$ cat src/rtl/pss_pkg.sv
// ============================================================================
// pss_pkg
// Shared types and constants of the plucked-string synthesizer.
// ============================================================================
package pss_pkg;

    localparam int OPCODE_W = 2;
    localparam int SAMPLE_W = 16;
    localparam int COUNT_W  = 32;
    localparam int DELAY_W  = 13;
    localparam int DECAY_W  = 16;
    localparam int APB_AW   = 3;
    localparam int APB_DW   = 32;

    // input opcodes
    localparam logic [OPCODE_W-1:0] OPC_TICK  = 2'd0;
    localparam logic [OPCODE_W-1:0] OPC_CLEAR = 2'd1;
    localparam logic [OPCODE_W-1:0] OPC_LOAD  = 2'd2;

    // result status codes
    localparam logic STATUS_OK  = 1'b0;
    localparam logic STATUS_ERR = 1'b1;

    // register index, taken from paddr[2]
    localparam logic REG_DELAY_LENGTH = 1'b0;
    localparam logic REG_DECAY_Q16    = 1'b1;

    localparam logic [DELAY_W-1:0] DELAY_LENGTH_RESET = 13'd100;
    localparam logic [DECAY_W-1:0] DECAY_Q16_RESET    = 16'd65274;

    localparam int QUEUE_DEPTH = 2;
    localparam int QPTR_W      = 1;

    typedef enum logic [1:0] {
        OP_TICK,
        OP_CLEAR,
        OP_LOAD,
        OP_NOP
    } op_kind_t;

    typedef struct packed {
        op_kind_t                    kind;
        logic signed [SAMPLE_W-1:0]  load_value;
    } queue_entry_t;

    typedef struct packed {
        logic [DELAY_W-1:0] delay_length;
        logic [DECAY_W-1:0] decay_q16;
    } cfg_t;

endpackage

$ cat src/rtl/pss_if.sv
// ============================================================================
// pss_item_if / pss_result_if
// Valid/ready channels carrying input items and result items.
// ============================================================================
interface pss_item_if;
    import pss_pkg::*;

    logic                        valid;
    logic                        ready;
    logic [OPCODE_W-1:0]         opcode;
    logic signed [SAMPLE_W-1:0]  load_value;

    modport source (output valid, output opcode, output load_value, input ready);
    modport sink   (input valid, input opcode, input load_value, output ready);
endinterface


$ cat src/rtl/pss_front.sv
// ============================================================================
// pss_front
// Accept item beats, decode the opcode and hold them in a two-entry queue.
// ============================================================================
module pss_front (
    input  logic                 clk,
    input  logic                 rst_n,
    pss_item_if.sink             item,
    output logic                 q_valid,
    output pss_pkg::queue_entry_t q_entry,
    input  logic                 q_pop
);
    import pss_pkg::*;

    queue_entry_t              slot_reg [QUEUE_DEPTH];
    logic [QPTR_W-1:0]         wr_ptr_reg;
    logic [QPTR_W-1:0]         wr_ptr_next;
    logic [QPTR_W-1:0]         rd_ptr_reg;
    logic [QPTR_W-1:0]         rd_ptr_next;
    logic [QPTR_W:0]           count_reg;
    logic [QPTR_W:0]           count_next;
    logic                      push;
    queue_entry_t              decoded;

    assign item.ready = (count_reg != (QPTR_W+1)'(QUEUE_DEPTH));
    assign push       = item.valid && item.ready;
    assign q_valid    = (count_reg != '0);
    assign q_entry    = slot_reg[rd_ptr_reg];

    always_comb
    begin
        case (item.opcode)
            OPC_TICK:  decoded.kind = OP_TICK;
            OPC_CLEAR: decoded.kind = OP_CLEAR;
            OPC_LOAD:  decoded.kind = OP_LOAD;
            default:   decoded.kind = OP_NOP;
        endcase
        decoded.load_value = item.load_value;
    end

    always_comb
    begin
        wr_ptr_next = push  ? wr_ptr_reg + 1'b1 : wr_ptr_reg;
        rd_ptr_next = q_pop ? rd_ptr_reg + 1'b1 : rd_ptr_reg;
        count_next  = count_reg;
        if (push && !q_pop)
        begin
            count_next = count_reg + 1'b1;
        end
        else if (!push && q_pop)
        begin
            count_next = count_reg - 1'b1;
        end
    end

    always_ff @(posedge clk or negedge rst_n)
    begin
        if (!rst_n)
        begin
            wr_ptr_reg <= '0;
            rd_ptr_reg <= '0;
            count_reg  <= '0;
        end
        else
        begin
            wr_ptr_reg <= wr_ptr_next;
            rd_ptr_reg <= rd_ptr_next;
            count_reg  <= count_next;
        end
    end

    always_ff @(posedge clk)
    begin
        if (push)
        begin
            slot_reg[wr_ptr_reg] <= decoded;
        end
    end

endmodule

$ cat src/flat_wrapper.sv
// flat-port wrapper written by rule: the top's interface ports become plain ports
module pss_front_flat import pss_pkg::*;
  (clk, rst_n, q_valid, q_entry, q_pop, item_valid, item_opcode, item_load_value, item_ready);
  pss_item_if item_i ();
  input  logic clk;
  input  logic rst_n;
  output logic q_valid;
  output pss_pkg::queue_entry_t q_entry;
  input  logic q_pop;
  input wire logic [$bits(item_i.valid)-1:0] item_valid;
  input wire logic [$bits(item_i.opcode)-1:0] item_opcode;
  input wire logic [$bits(item_i.load_value)-1:0] item_load_value;
  output wire logic [$bits(item_i.ready)-1:0] item_ready;
  assign item_i.valid = item_valid;
  assign item_i.opcode = item_opcode;
  assign item_i.load_value = item_load_value;
  assign item_ready = item_i.ready;
  pss_front u_core (.clk(clk), .rst_n(rst_n), .item(item_i), .q_valid(q_valid), .q_entry(q_entry), .q_pop(q_pop));
endmodule
$ cat config.mk
export PLATFORM = sky130hd
export DESIGN_NAME = pss_front_flat
export DESIGN_NICKNAME = d
export VERILOG_FILES = /design/src/rtl/pss_pkg.sv /design/src/rtl/pss_if.sv /design/src/rtl/pss_front.sv /design/src/flat_wrapper.sv
export SDC_FILE = /design/constraint.sdc
export NUM_CORES = 1
export LEC_CHECK = 0
export ABC_AREA = 1
export BUFFER_PORTS_ARGS = -buffer_cell sky130_fd_sc_hd__buf_4
export CAP_MARGIN = 25
export CORE_ASPECT_RATIO = 0.6
export CORE_MARGIN = 2
export CORE_UTILIZATION = 51
export CTS_CLUSTER_DIAMETER = 60
export CTS_CLUSTER_SIZE = 10
export DETAILED_ROUTE_END_ITERATION = 10
export PLACE_DENSITY_LB_ADDON = 0.2
export SLEW_MARGIN = 15
export SYNTH_ARGS = -nofsm -noshare
export SYNTH_HDL_FRONTEND = slang
export SYNTH_SLANG_ARGS = --single-unit
$ cat constraint.sdc
create_clock -name clk -period 1.9 [get_ports clk]
set_input_delay 0.19 -clock clk [delete_from_list [all_inputs] [get_ports clk]]
set_output_delay 0.19 -clock clk [all_outputs]
set_load 0.02 [all_outputs]
==> results of run 1 <==
==> layer usage <==
layer | routed length [um] | vias to the layer above | global-route usage | part of all wire
met4 | 62 | 0 | 0.0842 | 0.026
met3 | 191 | 9 | 0.0687 | 0.079
met5 | 0 | - | 0 | 0
met1 | 949 | 379 | 0.172 | 0.39
li1 | - | 401 | - | -
met2 | 1230 | 35 | 0.259 | 0.50
==> cell usage in the layout (no fill, tap or decap) <==
master and count:
buf_4 45, edfxtp_1 36, mux2_4 9, mux2_2 9, inv_1 7, nand2_1 7, clkbuf_8 5, dfrtp_1 4
nor2_2 2, xor2_1 2, clkbuf_1 2, xnor2_1 1, nand3_1 1, nand4_1 1, ha_1 1, clkinv_1 1
dlygate4sd3_1 1
==> logic make-up after synthesis <==
kind of cell,Yosys count,share of synthesized area
XOR/XNOR,3,0.0168
adder cells (fa/ha/maj),1,0.00799
buffers and inverters,11,0.0415
flip-flops,40,0.754
multiplexers,18,0.151
AND/OR/NAND/NOR,11,0.0288
==> repair_timing <==
action	4_1_cts	5_1_grt
gates resized for setup	0	0
hold endpoints to repair	4	0
hold buffers	1	0
buffers inserted	0	0
==> through the flow <==
stage	util	hold WS [ns]
finish	0.697	0.0877
global route	0.697	0.0740
CTS	0.697	0.0764
global placement	0.665	-0.0115
detailed placement	0.665	-0.00996
floorplan	-	-0.106
==> worst max-delay path by stage <==
stage | slack [ns] | to | depth (start not counted)
after floorplan | -0.03 | u_core.slot_reg[1][0]$_DFFE_PP_ | 4
after global placement | 0.47 | q_entry[0] | 3
after detailed placement | 0.38 | u_core.count_reg[1]$_DFFE_PN0P_ | 9
after CTS | 0.14 | q_entry[0] | 3
after global routing | 0.08 | q_entry[0] | 3
final | 0.17 | q_entry[2] | 3
==> critical path: stages (launching register included) <==
cell and delay (ns):
dfrtp_1 0.52, buf_4 0.24, mux2_2 0.34, buf_4 0.15
==> power by group <==
part	internal [mW]	leakage (nW)	total (mW)	switching (mW)
sequential	1.21	0.382	1.30	0.0919
combinational	0.593	0.409	1.22	0.623
clock	0.255	0.0399	0.507	0.252
total	2.06	0.831	3.03	0.967
==> layout make-up <==
cell class / count / area (um2)
timing repair buffer: 46 / 348
clock inverter: 1 / 3.75
multi-input combinational: 33 / 325
sequential: 40 / 1180
tap: 42 / 52.6
clock buffer: 7 / 76.3
inverter: 7 / 26.3
fill: 207 / 877
==> impl_results.md, run 1 <==
- Worst Hold Launch: item_load_value[0]
- Final wirelength: ~2400 um
- DRT antenna net count: 0
- Commonest cells in the synthesized netlist: 36 x edfxtp_1, 9 x mux2_2, 9 x mux2_4, 7 x inv_1, 7 x nand2_1
- Area grow syn2layout: 28.5%
- Status: completed
- FF-to-FF path depth: 9
- Setup Skew: 0.00523 ns
- Slew Limit Fails: 0
- Yosys top cell area share: 0.690
- DR WL/cell: 13.8 um
- Grt ovf: 0
- VDD IR-drop max: 789 uV
- Worst-Margin Slew: 0.311 ns
- Crit path required time: 1.71 ns
- Post-synth EDFFs: 36
- PwrDens: 1500 nW/um2
- Clock sink count: 40
- Post-synthesis register bit count: 40
- Vias: 824
- Drt via density: between 4 and 5
- Final std cells w/o fill: about 180
- H-Tree Depth: 2
- Crit path arrival time: ~1.5 ns
- Synth cell types: 15
- Clock latency on the worst-skew pair: 0.28 ns
- Largest net degree at the start of global routing: 19
- Max Cap Violations: 0
- Num rows: 15
- Netlist Area Pre-Place: 1570 um2
- Place WS: approximately 0.38 ns
- Nets: 156
- # placed instances: 167
- Avg Cell Area, Syn: 18.6 um2
- GRT Util Overall: 0.155
- Ys flop type: edfxtp_1
- Antenna violations before repair: 0
- Seq/Total Area, Yosys: 0.754
- Synthesis Warnings: 0
- Worst setup startpoint: u_core.rd_ptr_reg$_DFFE_PN0P_
- Worst hold path cell count: 1
- CTS tree: built
- RSZ-0062 raised after global routing: false
- Most common cell in the netlist: edfxtp_1
- Max FFs per register: 36
- Syn nets: 107
- Final hold viol count: 0
- Initial DRC count: 37
- DRT Pass-1 Iters: 3
- Top post-synthesis cells by area: edfxtp_1 69%, mux2_4 8.6%, mux2_2 6.5%, dfrtp_1 6.4%, inv_1 1.7%
- Final Instance Area: 2010 um2
- Worst R2R Setup Slack: 0.37 ns
- RD Place Congestion: between 0.6 and 0.7
- Port-buffer cells: 41
- Core ar.: 2890 um2
- Reg2reg end: u_core.count_reg[1]$_DFFE_PN0P_
- Final Cycle Share: 0.913
- Placed Area: 1920 um2
- R2R Path Start: u_core.count_reg[0]$_DFFE_PN0P_
- Critical Path Fanout Max: 8
- Placed wire-length estimate: about 1800 um
- Fin Setup TNS: 0 ns
- Pwr Total: approximately 3.0 mW
- Async S/R FF share, synth: 0.100
- First-pass GRT wire length: 3690 um
- DR DRC count: 0
- Critical path class: flip-flop to primary output
- Worst-path clk slew: 0.07 ns
- Max-slew headroom: 0.793
- Syn Inst Count: between 80 and 90
- Pleak: 0.831 nW
- Fmax: 0.577 GHz
- Die footprint: between 3000 and 4000 um2
- Final Setup Violations: 0
- Final WS setup: 0.166 ns
- Final min period: 1.73 ns
- I/O Pins: between 40 and 50
- Hold Crit Class: primary input to flip-flop
- Hold Path Sink: u_core.slot_reg[0][0]$_DFFE_PP_
- Leading area contributor after synthesis: edfxtp_1
- Overall die width: 75.6 um
- Initial core utilization: 0.542
- Vias in the first global route: 820
- CTS Buffer Depth: 2
- Ant. Diodes: 0
- Kind of launch point of the worst setup path: flip-flop
- Die Y: 46.9 um
- Endpoint type of the worst setup path: primary output
- Clk root buf: clkbuf_8
- TritonCTS Buffers: 5
- Layout cell share with drive strength beyond 1: 0.522
No activity file was read; power rests on OpenSTA's default activity.
==> run 2, diff against run 1 <==
- ABC_AREA: 1 -> 0
- TNS_END_PERCENT: not set -> 20
==> impl_results.md, run 2 <==
- Status: completed (unchanged)
- Layout cell share with drive strength beyond 1: 0.571 (was 0.522)
- Syn Inst Count: 76 (was 84)
- Clock sink count: 40 (unchanged)
- Nets: 148 (was 156)
- PwrDens: 1520 nW/um2 (was 1500 nW/um2)
- Critical path class: flip-flop to primary output (unchanged)
- Fmax: 0.646 GHz (was 0.577 GHz)
- Commonest non-fill, non-tap cells in the layout: 45 x buf_4, 36 x edfxtp_1, 9 x mux2_4, 9 x mux2_2, 5 x clkbuf_8 (was 45 x buf_4, 36 x edfxtp_1, 9 x mux2_4, 9 x mux2_2)
- GRT Util Overall: 0.137 (was 0.155)
- Fin Setup TNS: 0 ns (unchanged)
- Avg Cell Area, Syn: 20.4 um2 (was 18.6 um2)
- Max FFs per register: 36 (unchanged)
- Kind of launch point of the worst setup path: flip-flop (unchanged)
- Vias in the first global route: 670 (was 820)
- Setup Skew: 0.00371 ns (was 0.00523 ns)
- Final hold viol count: 0 (unchanged)
- DR WL/cell: 13.9 um (was 13.8 um)
- Post-synth EDFFs: 36 (unchanged)
- Clk root buf: clkbuf_8 (unchanged)
- DRT antenna net count: 0 (unchanged)
- TritonCTS Buffers: 5 (unchanged)
- Critical Path Fanout Max: 11 (was 8)
- Max Cap Violations: 0 (unchanged)
- Area grow syn2layout: 28.8% (was 28.5%)
- Crit path arrival time: 1.36 ns (was 1.54 ns)
- CTS Buffer Depth: 2 (unchanged)
- Netlist Area Pre-Place: 1550 um2 (was 1570 um2)
- Worst hold path cell count: 1 (unchanged)
- Commonest cells in the synthesized netlist: 36 x edfxtp_1, 9 x mux2_2, 9 x mux2_4, 4 x dfrtp_1, 3 x xor2_1 (was 36 x edfxtp_1, 9 x mux2_2, 9 x mux2_4, 7 x inv_1, 7 x nand2_1)
- Most common cell in the netlist: edfxtp_1 (unchanged)
- Final Setup Violations: 0 (unchanged)
- FF-to-FF path depth: 7 (was 9)
- Final Cycle Share: 0.815 (was 0.913)
- Top post-synthesis cells by area: edfxtp_1 70%, mux2_4 8.7%, mux2_2 6.5%, dfrtp_1 6.5%, xor2_1 1.7% (was edfxtp_1 69%, mux2_4 8.6%, mux2_2 6.5%, dfrtp_1 6.4%, inv_1 1.7%)
- CTS tree: built (unchanged)
- Post-CTS Resized: 0 (unchanged)
- Setup Fix Bufs, Post-CTS: 0 (unchanged)
- Initial core utilization: 0.536 (was 0.542)
- I/O Pins: 42 (unchanged)
- Final Instance Area: 2000 um2 (was 2010 um2)
- Port-buffer cells: 41 (unchanged)
- Placed wire-length estimate: 1510 um (was 1800 um)
- Vias: 789 (was 824)
- Hold Crit Class: primary input to flip-flop (unchanged)
- Overall die width: 75.2 um (was 75.6 um)
- DR DRC count: 0 (unchanged)
- Synth cell types: 16 (was 15)
- RSZ-0062 raised after global routing: false (unchanged)
- Num rows: 15 (unchanged)
- RD Place Congestion: 0.627 (was 0.674)
- Pwr Total: 3.04 mW (was 3.03 mW)
- Final wirelength: 2330 um (was 2430 um)
- Antenna violations before repair: 0 (unchanged)
- Initial DRC count: 13 (was 37)
- Leading area contributor after synthesis: edfxtp_1 (unchanged)
- Drt via density: 4.70 (was 4.68)
- Yosys top cell area share: 0.697 (was 0.690)
- Crit path required time: 1.71 ns (about the same)
- Ys flop type: edfxtp_1 (unchanged)
- Seq/Total Area, Yosys: 0.762 (was 0.754)
- Die Y: 46.7 um (was 46.9 um)
- Largest net degree at the start of global routing: 19 (unchanged)
- Syn nets: 99 (was 107)
- Ant. Diodes: 0 (unchanged)
- Max-slew headroom: 0.832 (was 0.793)
- Pleak: 0.812 nW (was 0.831 nW)
- H-Tree Depth: 2 (unchanged)
- Post-synthesis register bit count: 40 (unchanged)
- Placed Area: 1900 um2 (was 1920 um2)
- Worst-Margin Slew: 0.252 ns (was 0.311 ns)
- Die footprint: 3510 um2 (was 3550 um2)
- Clock latency on the worst-skew pair: 0.29 ns (was 0.28 ns)
- Most common cell after layout, fill and taps aside: buf_4 (unchanged)
- Endpoint type of the worst setup path: primary output (unchanged)
- First-pass GRT wire length: 3110 um (was 3690 um)
- Grt ovf: 0 (unchanged)
- Final Util: 0.691 (was 0.697)
- Synthesis Warnings: 0 (unchanged)
- Core ar.: 2890 um2 (unchanged)
- DRT Pass-1 Iters: 4 (was 3)
- Worst-path clk slew: 0.07 ns (about the same)
- Slew Limit Fails: 0 (unchanged)
- Final min period: 1.55 ns (was 1.73 ns)
- Async S/R FF share, synth: 0.100 (unchanged)
- VDD IR-drop max: 832 uV (was 789 uV)
-- run 2: changes by cell type in the layout (fill, tap and decap cells not counted), sizes merged, moves of 2 or more --
cell,previous run,this run
nand2,7,1
inv,7,2
clkinv,1,3
clkbuf,7,5
-- run 2: final timing paths --
path | from | endpoint | slack, ns
max in group asynchronous | rst_n | u_core.rd_ptr_reg$_DFFE_PN0P_ | 1.55
max reg2reg | u_core.count_reg[0]$_DFFE_PN0P_ | u_core.count_reg[1]$_DFFE_PN0P_ | 0.36
min | item_load_value[7] | u_core.slot_reg[1][7]$_DFFE_PP_ | 0.08
min reg2reg | u_core.count_reg[1]$_DFFE_PN0P_ | u_core.count_reg[1]$_DFFE_PN0P_ | 0.52
min in group asynchronous | rst_n | u_core.count_reg[1]$_DFFE_PN0P_ | 0.25
max | u_core.rd_ptr_reg$_DFFE_PN0P_ | q_entry[16] | 0.35
-- run 2: where the power goes --
group          internal [mW]  total (mW)  switching, mW
clock network          0.249       0.519          0.270
logic                  0.604        1.23          0.628
registers               1.21        1.29         0.0744
total                   2.06        3.04          0.973
-- run 2: cells by family (layout without fill, tap and decap cells) --
| logic type | Yosys count | in the layout | synth area share |
|---|---|---|---|
| XOR/XNOR | 5 | 5 | 0.0283 |
| multiplexers | 18 | 18 | 0.153 |
| adder cells (fa/ha/maj) | 1 | 1 | 0.00807 |
| buffers and inverters | 6 | 56 | 0.0299 |
| AND/OR/NAND/NOR | 6 | 6 | 0.0194 |
| flip-flops | 40 | 40 | 0.762 |
-- run 2: through the flow --
stage	cells	hold WS [ns]	setup WS [ns]
2_1_floorplan	76	-0.106	0.218
3_3_place_gp	159	-0.0116	0.489
3_5_place_dp	159	-0.0102	0.368
4_1_cts	168	0.0756	0.329
5_1_grt	168	0.0669	0.276
6_report	168	0.0823	0.352
-- run 2: metal layers --
layer	part of all wire	track usage	vias up
li1	-	-	377
met5	0	0	-
met2	0.46	0.196	30
met3	0.079	0.0635	7
met4	0.016	0.0947	0
met1	0.44	0.169	375
-- run 2: area by class of cell --
cell class	instances	area, um2
sequential	40	1180
clock inverter	3	13.8
inverter	2	7.51
tap	42	52.6
multi-input combinational	30	325
fill	210	893
clock buffer	5	68.8
timing repair buffer	46	348
-- run 2: repair_timing --
item                                    CTS  global route
endpoints found under the setup margin    0             0
hold buffers                              1             0
endpoints found under the hold margin     4             0
-- run 2: worst max-delay path: stages, from the launching register on --
cell and delay, ns:
dfrtp_1 0.34, buf_4 0.22, mux2_2 0.35, buf_4 0.15
